==> config.mk <==
export PLATFORM = sky130hd
export DESIGN_NAME = elrr_ctrl
export DESIGN_NICKNAME = d
export VERILOG_FILES = /design/src/hdl/elrr_pkg.sv /design/src/hdl/elrr_ctrl.sv
export SDC_FILE = /design/constraint.sdc
export NUM_CORES = 1
export LEC_CHECK = 0
export BUFFER_PORTS_ARGS = -buffer_cell sky130_fd_sc_hd__buf_4
export CAP_MARGIN = 10
export CORE_AREA = 2 2 39 41
export DETAILED_ROUTE_END_ITERATION = 10
export DIE_AREA = 0 0 41 43
export PLACE_DENSITY_LB_ADDON = 0.25
export SLEW_MARGIN = 0
export SYNTH_ARGS = -nofsm -noshare
export SYNTH_HDL_FRONTEND = slang
export SYNTH_SLANG_ARGS = --single-unit
==> constraint.sdc <==
create_clock -name clk -period 2.25 [get_ports clk]
set_input_delay 0.225 -clock clk [delete_from_list [all_inputs] [get_ports clk]]
set_output_delay 0.225 -clock clk [all_outputs]
set_load 0.1 [all_outputs]
==> src/hdl/elrr_pkg.sv <==
// Shared types and constants for the event latency record ring.
// No dependencies.
package elrr_pkg;
  localparam int RING_DEPTH = 32;
  localparam int SLOT_W = $clog2(RING_DEPTH);
  localparam int NUM_CNT = 11;

  localparam logic [3:0] OP_ALLOC = 4'd0;
  localparam logic [3:0] OP_SET12 = 4'd1;
  localparam logic [3:0] OP_SET3 = 4'd2;
  localparam logic [3:0] OP_CLOSE = 4'd3;
  localparam logic [3:0] OP_DRISR = 4'd4;
  localparam logic [3:0] OP_DRTX = 4'd5;
  localparam logic [3:0] OP_TXERR = 4'd6;
  localparam logic [3:0] OP_TMO = 4'd7;
  localparam logic [3:0] OP_CRC = 4'd8;
  localparam logic [3:0] OP_TDROP = 4'd9;
  localparam logic [3:0] OP_TFAIL = 4'd10;
  localparam logic [3:0] OP_READ = 4'd11;
  localparam logic [3:0] OP_DUMP = 4'd12;
  localparam logic [3:0] OP_RESET = 4'd13;

  localparam logic [2:0] ST_PENDING = 3'd0;
  localparam logic [2:0] ST_OK = 3'd1;
  localparam logic [2:0] ST_LATE = 3'd2;
  localparam logic [2:0] ST_DROP = 3'd3;
  localparam logic [2:0] ST_TXERR = 3'd4;
  localparam logic [2:0] ST_TIMEOUT = 3'd5;

  localparam logic [3:0] CNT_OVF = 4'd0;
  localparam logic [3:0] CNT_MIS = 4'd1;
  localparam logic [3:0] CNT_LATE = 4'd2;
  localparam logic [3:0] CNT_SUCC = 4'd3;

  typedef struct packed {
    logic [3:0]  mode;
    logic [15:0] slot_index;
    logic [15:0] evt_tag;
    logic [7:0]  scen_tag;
    logic [31:0] stamp_a;
    logic [31:0] stamp_b;
    logic [15:0] cursor;
    logic [3:0]  counter_select;
  } in_word_t;

  typedef struct packed {
    logic [31:0] value;
    logic        found;
    logic [15:0] rec_evt_tag;
    logic [7:0]  rec_scen_tag;
    logic [31:0] rec_t0;
    logic [31:0] rec_t1;
    logic [31:0] rec_t2;
    logic [31:0] rec_t3;
    logic [31:0] rec_t4;
    logic [31:0] rec_abs_ms;
    logic [2:0]  rec_status;
    logic [3:0]  rec_stamp_mask;
  } out_word_t;

  // controller -> datapath
  typedef struct packed {
    logic load;     // capture input word and issue memory reads
    logic execute;  // update state and form result
  } dp_cmd_t;
endpackage

==> src/hdl/elrr_ctrl.sv <==
// Controller for the record ring: sequences load, execute and result handoff.
// Depends on elrr_pkg.
module elrr_ctrl (
  input  logic clk,
  input  logic rst,
  input  logic in_valid,
  output logic in_ready,
  output logic out_valid,
  input  logic out_ready,
  output elrr_pkg::dp_cmd_t cmd
);
  import elrr_pkg::*;

  typedef enum logic {S_IDLE, S_EXEC} state_t;
  state_t state;
  logic exec_go;

  // Execute once the result register is free or is being emptied this cycle
  assign in_ready = (state == S_IDLE) && !rst;
  assign exec_go = (state == S_EXEC) && (!out_valid || out_ready);
  assign cmd.load = in_valid && in_ready;
  assign cmd.execute = exec_go;

  always_ff @(posedge clk) begin
    if (rst) begin
      state <= S_IDLE;
      out_valid <= 1'b0;
    end else begin
      unique case (state)
        S_IDLE: if (in_valid) state <= S_EXEC;
        S_EXEC: if (exec_go) state <= S_IDLE;
      endcase
      if (exec_go) out_valid <= 1'b1;
      else if (out_ready) out_valid <= 1'b0;
    end
  end
endmodule

Word-level counts from Yosys, hierarchy flattened
Cells that the tools add are included.
{"block": "totals", "wordCells": 15, "out_inout_bits": 4, "register_bits": 2, "input_bits": 4}
{"block": "classes", "reduce_logical": 7, "bitwise": 1, "n_mux": 5}
{"op": "two-way mux 1 bit", "count": 4}
{"op": "logical AND 1 bit", "count": 3}
{"op": "zero test 1 bit", "count": 2}
{"op": "case mux 1 bit (2 select lines)", "count": 1}
{"op": "nonzero test 2 bit", "count": 1}
{"op": "logical OR 1 bit", "count": 1}
{"op": "NOT 1 bit", "count": 1}

Longest topological paths before layout
Gate-level depths: netlist (run 1).
{"block": "logic_depth", "ltp_word": 5, "ltp_mapped": 3, "depth_no_buf": 2}

Worst setup path after synthesis (run 1)
No wires, ideal clock.
{"block": "synth_path", "kind": "flip-flop to flip-flop", "from": "reg state", "to": "reg state", "stages_incl_launch_ff": 3, "required_ns": 2.179, "arrival_time_ns": 1.787, "slack_ns": 0.392, "path_buffers": 0, "cell_sequence": "dfxtp_1 -> nor3b_2 -> o21bai_1"}
{"block": "synth_via", "elab_chain_len": 3, "elab_cells_between_ends": 4}
{"element": "start: declaration", "line_no": "elrr_ctrl.sv:15", "text": "state_t state;"}
{"element": "start signal: assignment", "line_no": "elrr_ctrl.sv:26", "text": "state <= S_IDLE;"}
{"element": "start signal: assignment", "line_no": "elrr_ctrl.sv:30", "text": "S_IDLE: if (in_valid) state <= S_EXEC;"}
{"element": "start signal: assignment", "line_no": "elrr_ctrl.sv:31", "text": "S_EXEC: if (exec_go) state <= S_IDLE;"}
{"element": "logical AND 1 bit", "line_no": "elrr_ctrl.sv:20", "text": "assign exec_go = (state == S_EXEC) && (!out_valid || out_ready);"}
{"element": "two-way mux 1 bit", "line_no": "elrr_ctrl.sv:31"}
{"element": "case mux 1 bit (2 select lines) *", "line_no": "elrr_ctrl.sv:29", "text": "unique case (state)"}
Every way passes the cells marked *; elsewhere a longest branch is shown, timed or not.
A chain may end at the register's enable or synchronous reset.

==> flow_summary.yaml, run 1 <==
detailed_routing:
  drtIter0Drc: 2
  route.detailed.drc: 0
  drtAntennaViolNets: 0
  totalWireLength_um: 283
  drtPass1Iterations: 4
  wire_per_inst_um: 7.861
  vias_per_cell: 2.861
  vias: 103
timing:
  rsz0062_at_grt: "no"
  slew_headroom_pct: 81.40
  fin_crit_sh_pct: 58.29
  setup_violations: 0
  fin_crit_ps: 1312
  skew_ps: 6.608
  fin_ws_ps: 938.4
  hold_violations: 0
  fin_tns_setup_ps: 0
  maxSlewViolCount: 0
  tightest_slew_ps: 281.3
  max_freq_mhz: 762.4
finish:
  layout_common_cells: "7 x buf_4, 3 x clkbuf_4, 2 x dfxtp_1"
  layout_commonest_cell: "buf_4"
  design_area_um2: 188.9
  nets: 26
  diodes: 0
  drive_gt1_share_pct: 60.00
  final_core_util_pct: 13.65
  synthToLayoutAreaGrowth_pct: 86.42
yosys:
  avgSynthCellArea_um2: 9.213
  synth_cells: 11
  ys_seq_elements: 2
  synth_top_area_share_pct: 39.51
  yosys_warnings: 0
  yosysTopAreaCell: "dfxtp_1"
  synth.area.top_cells: "dfxtp_1 40%, nor3b_2 12%, and2_2 7.4%"
  syn_nets: 15
  ys_seq_area_share_pct: 39.51
  synthesis.area_um2: 101.3
  synth_cell_types: 10
critical_path:
  crit_path_start_kind: "flop"
  path_cells: "nor3b_2, buf_4"
  arrival_ps: 1090
  end_kind: "primary output"
  cp_slowest_cell: "dfxtp_1"
  path_delay_family: "flip-flops"
  required_ps: 2030
  worst-path-buf-inv: 1
  worst-setup-path-type: "flop to primary output"
  cp_max_fo: 5
  cp_slowest_stage_delay_ps: 330
clocking:
  postCtsHoldBufs: 0
  post_cts_buffers: 0
  cts_buffers: 3
  clock-sinks: 2
  cts.htree.levels: 1
  clk_pin_slew_ps: 30
  cts_tree: "done"
  cts_resized: 0
  clk_latency_ps: 230
  clk_path_buf_depth: 2
  cts-root-buf: "clkbuf_4"
pwr:
  p_leak_nw: 0.08353
  p_int_mw: 0.1097
  p_seq_share_pct: 23.0
  combPwrFrac_pct: 30.1
  power.share.switching_pct: 36.56
  vdd_drop_max_v: 0.0003460
  pwr_density_cell_nw_per_um2: 915.6
  clkPwrFrac_pct: 46.9
  total_power_mw: 0.1730
  switchingPower_mw: 0.06325
flow_run:
  maxCapViolCount: 0
global_route:
  grt_pass1_wl_um: 407
  antenna_found_initial: 0
  grt_pass1_vias: 92
  grt_max_degree: 6
  grt-ovfl-total: 0
  track_usage_pct: 4.705
placed_design:
  io_buffers: 7
  dpl-instance-area_um2: 166.4
  routabilityCongestion: 0.5529
  post-place-ws_ps: 1109
floorplanning:
  die_x_um: 41
  top_level_ports: 8
  std_cell_rows: 14
  core_um2: 1384
  start_util_pct: 7.324
  die_h_um: 43
  die-area_um2: 1763
min_path:
  hold_class: "input port to flop"
status:
  status: "finished, final reports clean"
final timing paths:
check | startpoint | end | slack, ps | cells after the start
worst max-delay path | state | cmd[1] | 940 | 2
worst min-delay path | rst | out_valid | 180 | 2
worst max register to register | state | state | 1420 | 2
worst min register to register | state | out_valid | 480 | 2
power groups by stage:
stage	Combinational (mW)	Sequential, mW	Clock [mW]
6_report	0.0520	0.0399	0.0811
3_5_place_dp	0.0521	0.0403	0
4_1_cts	0.0524	0.0399	0.0842
2_1_floorplan	0.0337	0.0475	0
3_3_place_gp	0.0517	0.0402	0
5_1_grt	0.0542	0.0402	0.0930
cells by family (layout without fill, tap and decap cells):
logic type | after synthesis | in the layout | synth area share [%]
flops | 2 | 2 | 39.51
compound gates | 2 | 2 | 12.34
simple gates | 5 | 5 | 37.04
buf+inv | 2 | 11 | 11.11
synthesized netlist by cell type, drive strengths merged:
cell / n
dfxtp: 2
a21oi: 1
and2: 1
buf: 1
inv: 1
nand2b: 1
nor2: 1
nor3b: 1
o21bai: 1
or2b: 1
layer usage:
| layer | global-route usage (%) | part of all wire [%] |
|---|---|---|
| met5 | 0 | 0 |
| met4 | 2.000 | 0 |
| met3 | 9.948 | 23 |
| met2 | 2.500 | 23 |
| met1 | 5.414 | 53 |
area by class of cell:
class	instances	area [um^2]
fillers	149	1195
repair buffers	7	52.55
multi-input cells	7	50.05
flip-flops and latches	2	40.04
clock buffers	3	22.52
well taps	16	20.02
inverters	1	3.754
worst reg2reg max path: cells and delay by family (launching register included):
| kind | cells | cell delay, ps |
|---|---|---|
| AOI/OAI and AO/OA | 1 | 130 |
| DFF | 1 | 380 |
| and+or+nand+nor | 1 | 240 |
registers in the layout, indices dropped and copies added (netlist names):
register and cells:
out_valid 1, state 1
through the flow:
step / cells / hold WS, ps
2_1_floorplan: 11 / 294.1
3_3_place_gp: 33 / 411.3
3_5_place_dp: 33 / 419.4
4_1_cts: 36 / 176.2
5_1_grt: 36 / 197.1
6_report: 36 / 184.0
No activity file was read; power rests on OpenSTA's default activity.
==> run 2: changes to the inputs <==
ABC_AREA = 1   (was unset)
clock period = 1.3 ns   (was 2.25 ns; I/O delays follow)
==> flow_summary.yaml, run 2 <==
status:
  status: "finished, final reports clean"
finish:
  synthToLayoutAreaGrowth_pct: 88.64
  fillerInstances: 155
  reg_top3: "out_valid: 1 flops, state: 1 flops"
  layout_commonest_cell: "buf_4"
  nets: 32
  seqCellArea_um2: 41.29
  design_area_um2: 207.7
  layout_common_cells: "7 x buf_4, 4 x inv_1, 3 x nand2_1, 3 x clkbuf_4"
  diodes: 0
  drive_gt1_share_pct: 61.54
  stdcell_count: 42
  final_core_util_pct: 15.01
  multi_input_area_um2: 48.80
global_route:
  antenna_found_initial: 0
  grt-ovfl-total: 0
  track_usage_pct: 4.605
  grt_pass1_vias: 105
  grt_max_degree: 4
  grt_pass1_wl_um: 420
clocking:
  cts_buffers: 3
  cts-root-buf: "clkbuf_4"
  cts.htree.levels: 1
  cts_resized: 0
  clk_latency_ps: 220
  clock-sinks: 2
  post_cts_buffers: 0
  cts_tree: "done"
  clk_pin_slew_ps: 30
  clk_path_buf_depth: 2
  postCtsHoldBufs: 0
yosys:
  synth_cells: 17
  synthesis.area_um2: 110.1
  synth_cell_types: 7
  ys.flop_type: "dfxtp_1"
  synth_edf_count: 0
  yosysMostFrequentCell: "inv_1"
  syn_nets: 21
  async_reset_ff_share_pct: 0
  yosysTopAreaCell: "dfxtp_1"
  yosys_warnings: 0
  ys_seq_area_share_pct: 36.36
  synth_top_area_share_pct: 36.36
  synthTopCellsByCount: "5 x inv_1, 3 x nand2_1"
  ys_seq_elements: 2
  synth.area.top_cells: "dfxtp_1 36%, inv_1 17%, nand2_2 11%"
  avgSynthCellArea_um2: 6.477
pwr:
  combPwrFrac_pct: 32.6
  switchingPower_mw: 0.1111
  total_power_mw: 0.3013
  clkPwrFrac_pct: 44.5
  p_int_mw: 0.1902
  power.share.switching_pct: 36.86
  vdd_drop_max_v: 0.0004682
  pwr_density_cell_nw_per_um2: 1451
  p_leak_nw: 0.1013
  p_seq_share_pct: 22.9
detailed_routing:
  vias: 107
  wire_per_inst_um: 5.714
  drtPass1Iterations: 2
  drtIter0Drc: 1
  route.detailed.drc: 0
  totalWireLength_um: 240
  vias_per_cell: 2.548
  drtAntennaViolNets: 0
timing:
  tightest_slew_ps: 281.0
  fin_crit_ps: 1199
  maxSlewViolCount: 0
  slew_headroom_pct: 81.42
  fin_ws_ps: 101.0
  skew_ps: 2.503
  hold_violations: 0
  max_freq_mhz: 834.1
  hold_slack_ps: 150.2
  fin_tns_setup_ps: 0
  fin_crit_sh_pct: 92.23
  setup_violations: 0
  rsz0062_at_grt: "no"
min_path:
  hold_class: "input port to flop"
  hold_start: "in_valid"
floorplanning:
  core_um2: 1384
  start_util_pct: 7.957
  std_cell_rows: 14
  die_x_um: 41
  top_level_ports: 8
  die-area_um2: 1763
  die_h_um: 43
placed_design:
  io_buffers: 7
  routabilityCongestion: 0.5600
  dpl-instance-area_um2: 185.2
  post-place-ws_ps: 326.7
  dpl.cell_count: 39
critical_path:
  required_ps: 1170
  crit_path_start_kind: "flop"
  worst_r2r_startpoint: "state"
  worst-setup-path-type: "flop to primary output"
  end_kind: "primary output"
  cp_max_fo: 2
  arrival_ps: 1070
  critPathLaunch: "state"
flow_run:
  maxCapViolCount: 0
## run 2: power groups by stage
stage               registers (mW)  logic (mW)  clock network [mW]
floorplan                   0.0839      0.0640                   0
global placement            0.0702      0.0986                   0
detailed placement          0.0699      0.0984                   0
CTS                         0.0691      0.0985               0.143
global route                0.0694       0.103               0.157
finish                      0.0691      0.0981               0.134
## run 2: worst paths after layout
path	end	slack [ps]	depth (start not counted)
setup / recovery	cmd[0]	100	3
hold / removal	state	150	3
setup reg to reg	state	580	4
hold reg to reg	out_valid	530	4
## run 2: layer usage
| metal | part of all wire [%] | track usage, % |
|---|---|---|
| met3 | 23 | 7.853 |
| met5 | 0 | 0 |
| met1 | 59 | 4.777 |
| met4 | 2.1 | 4.000 |
| met2 | 16 | 3.125 |
## run 2: critical path: stages, from the launching register on
cell and delay (ps):
dfxtp_1 360, inv_1 80, nor2_1 110, buf_4 300
## run 2: final cells by class
| cell class | count | area share (%) |
|---|---|---|
| Tap cell | 16 | 9.639 |
| Inverter | 5 | 10.84 |
| Timing Repair Buffer | 7 | 25.30 |
| Multi-Input combinational cell | 9 | 23.49 |
| Clock buffer | 3 | 10.84 |
| Sequential cell | 2 | 19.88 |
## run 2: kinds of logic (layout without fill, tap and decap cells)
kind of cell	count (synthesis)	after routing	synth area share [%]
simple gates	9	9	39.77
buf+inv	6	15	23.87
flops	2	2	36.37
==> run 3: changes to the inputs <==
CORE_AREA = 5 5 42 44   (was 2 2 39 41)
DIE_AREA = 0 0 47 49   (was 0 0 41 43)
REMOVE_ABC_BUFFERS = 1   (was unset)
==> flow_summary.yaml, run 3 (synthesized netlist as in run 2, its figures left out) <==
placed_design:
  post-place-ws_ps: 366.3
  routabilityCongestion: 0.5324
  io_buffers: 7
timing:
  rsz0062_at_grt: "no"
  max_freq_mhz: 863.3
  skew_ps: 2.494
  fin_crit_ps: 1158
  fin_ws_ps: 141.6
  setup_violations: 0
  tightest_slew_ps: 280.6
  hold_violations: 0
  fin_crit_sh_pct: 89.11
  slew_headroom_pct: 81.45
  maxSlewViolCount: 0
global_route:
  track_usage_pct: 3.446
  grt-ovfl-total: 0
  grt_pass1_wl_um: 434
  antenna_found_initial: 0
  grt_max_degree: 4
  grt_pass1_vias: 98
finish:
  drive_gt1_share_pct: 53.85
  layout_commonest_cell: "buf_4"
  nets: 32
  final_core_util_pct: 14.11
  layout_common_cells: "7 x buf_4, 5 x inv_1, 3 x nand2_1, 3 x clkbuf_4"
  synthToLayoutAreaGrowth_pct: 79.55
  reg_top3: "out_valid: 1 flops, state: 1 flops"
  diodes: 0
detailed_routing:
  highest_layer: "met4"
  drtAntennaViolNets: 0
  wl_met3_um: 29
  wl_met1_um: 130
  dr_wl_met2_um: 82
  wire_per_inst_um: 6.238
  drtPass1Iterations: 2
  vias_per_cell: 2.762
  drtIter0Drc: 2
  totalWireLength_um: 262
  route.detailed.drc: 0
  vias: 116
floorplanning:
  std_cell_rows: 14
  die_x_um: 47
  core_um2: 1401
  top_level_ports: 8
  die_h_um: 49
  start_util_pct: 7.857
  die-area_um2: 2303
clocking:
  cts_resized: 0
  cts.htree.levels: 1
  clock-sinks: 2
  cts_buffers: 3
  clk_path_buf_depth: 2
  cts_tree: "done"
  postCtsHoldBufs: 0
  post_cts_buffers: 0
  clk_latency_ps: 220
  clk_pin_slew_ps: 30
  cts-root-buf: "clkbuf_4"
min_path:
  holdPathStages: 3
  hold_class: "input port to flop"
  hold_start: "in_valid"
pwr:
  pwr_density_cell_nw_per_um2: 1496
  p_seq_share_pct: 23.0
  switchingPower_mw: 0.1073
  power.share.switching_pct: 36.28
  p_leak_nw: 0.1081
  clkPwrFrac_pct: 45.0
  vdd_drop_max_v: 0.0003715
  combPwrFrac_pct: 32.1
  p_int_mw: 0.1885
critical_path:
  cp_max_fo: 2
  worst-setup-path-type: "flop to primary output"
  arrival_ps: 1030
  required_ps: 1170
  r2r_cells: 4
  end_kind: "primary output"
  crit_path_start_kind: "flop"
  critPathLaunch: "state"
  worst_r2r_startpoint: "out_valid"
flow_run:
  maxCapViolCount: 0
status:
  status: "finished, final reports clean"
run 3: changes by cell type in the layout (fill, tap and decap cells not counted), sizes merged:
cell and change:
inv +1, clkinvlp -1
run 3: final cells by class:
| type | instances | area [um^2] |
|---|---|---|
| sequential | 2 | 40.04 |
| inverter | 5 | 18.77 |
| tap | 16 | 20.02 |
| multi-input combinational | 9 | 43.79 |
| fill | 172 | 1204 |
| timing repair buffer | 7 | 52.55 |
| clock buffer | 3 | 22.52 |
run 3: power by group through the flow:
| stage | clock network [mW] | logic, mW | registers, mW |
|---|---|---|---|
| floorplan | 0 | 0.0585 | 0.0827 |
| global route | 0.160 | 0.0991 | 0.0684 |
| CTS | 0.141 | 0.0959 | 0.0680 |
| finish | 0.133 | 0.0949 | 0.0680 |
| detailed placement | 0 | 0.0957 | 0.0688 |
| global placement | 0 | 0.0957 | 0.0687 |
run 3: per-layer routing:
layer | GRT usage [%] | up-vias
li1 | - | 64
met1 | 3.939 | 43
met4 | 5.530 | 0
met3 | 3.321 | 2
met5 | 0 | -
met2 | 2.262 | 7
run 3: worst max-delay path, cell delays in order (launching register included):
cell     delay, ps
dfxtp_1        300
nor2_2         110
nand2_2         70
inv_1           50
buf_4          280
run 3: metrics by stage:
step / std cells / setup TNS (ps) / hold WS (ps) / power (mW) / instance area [um^2]
after floorplan: 16 / -1731 / 250.8 / 0.1411 / 102.6
after global placement: 39 / 0 / 356.9 / 0.1645 / 175.2
after detailed placement: 39 / 0 / 347.9 / 0.1645 / 175.2
after CTS: 42 / 0 / 117.8 / 0.3045 / 197.7
after global routing: 42 / 0 / 123.3 / 0.3271 / 197.7
final: 42 / 0 / 124.2 / 0.2958 / 197.7
run 3: worst paths after layout:
check,endpoint,slack (ps)
min reg2reg,state,520
min,state,120
max reg2reg,state,570
max,cmd[1],140
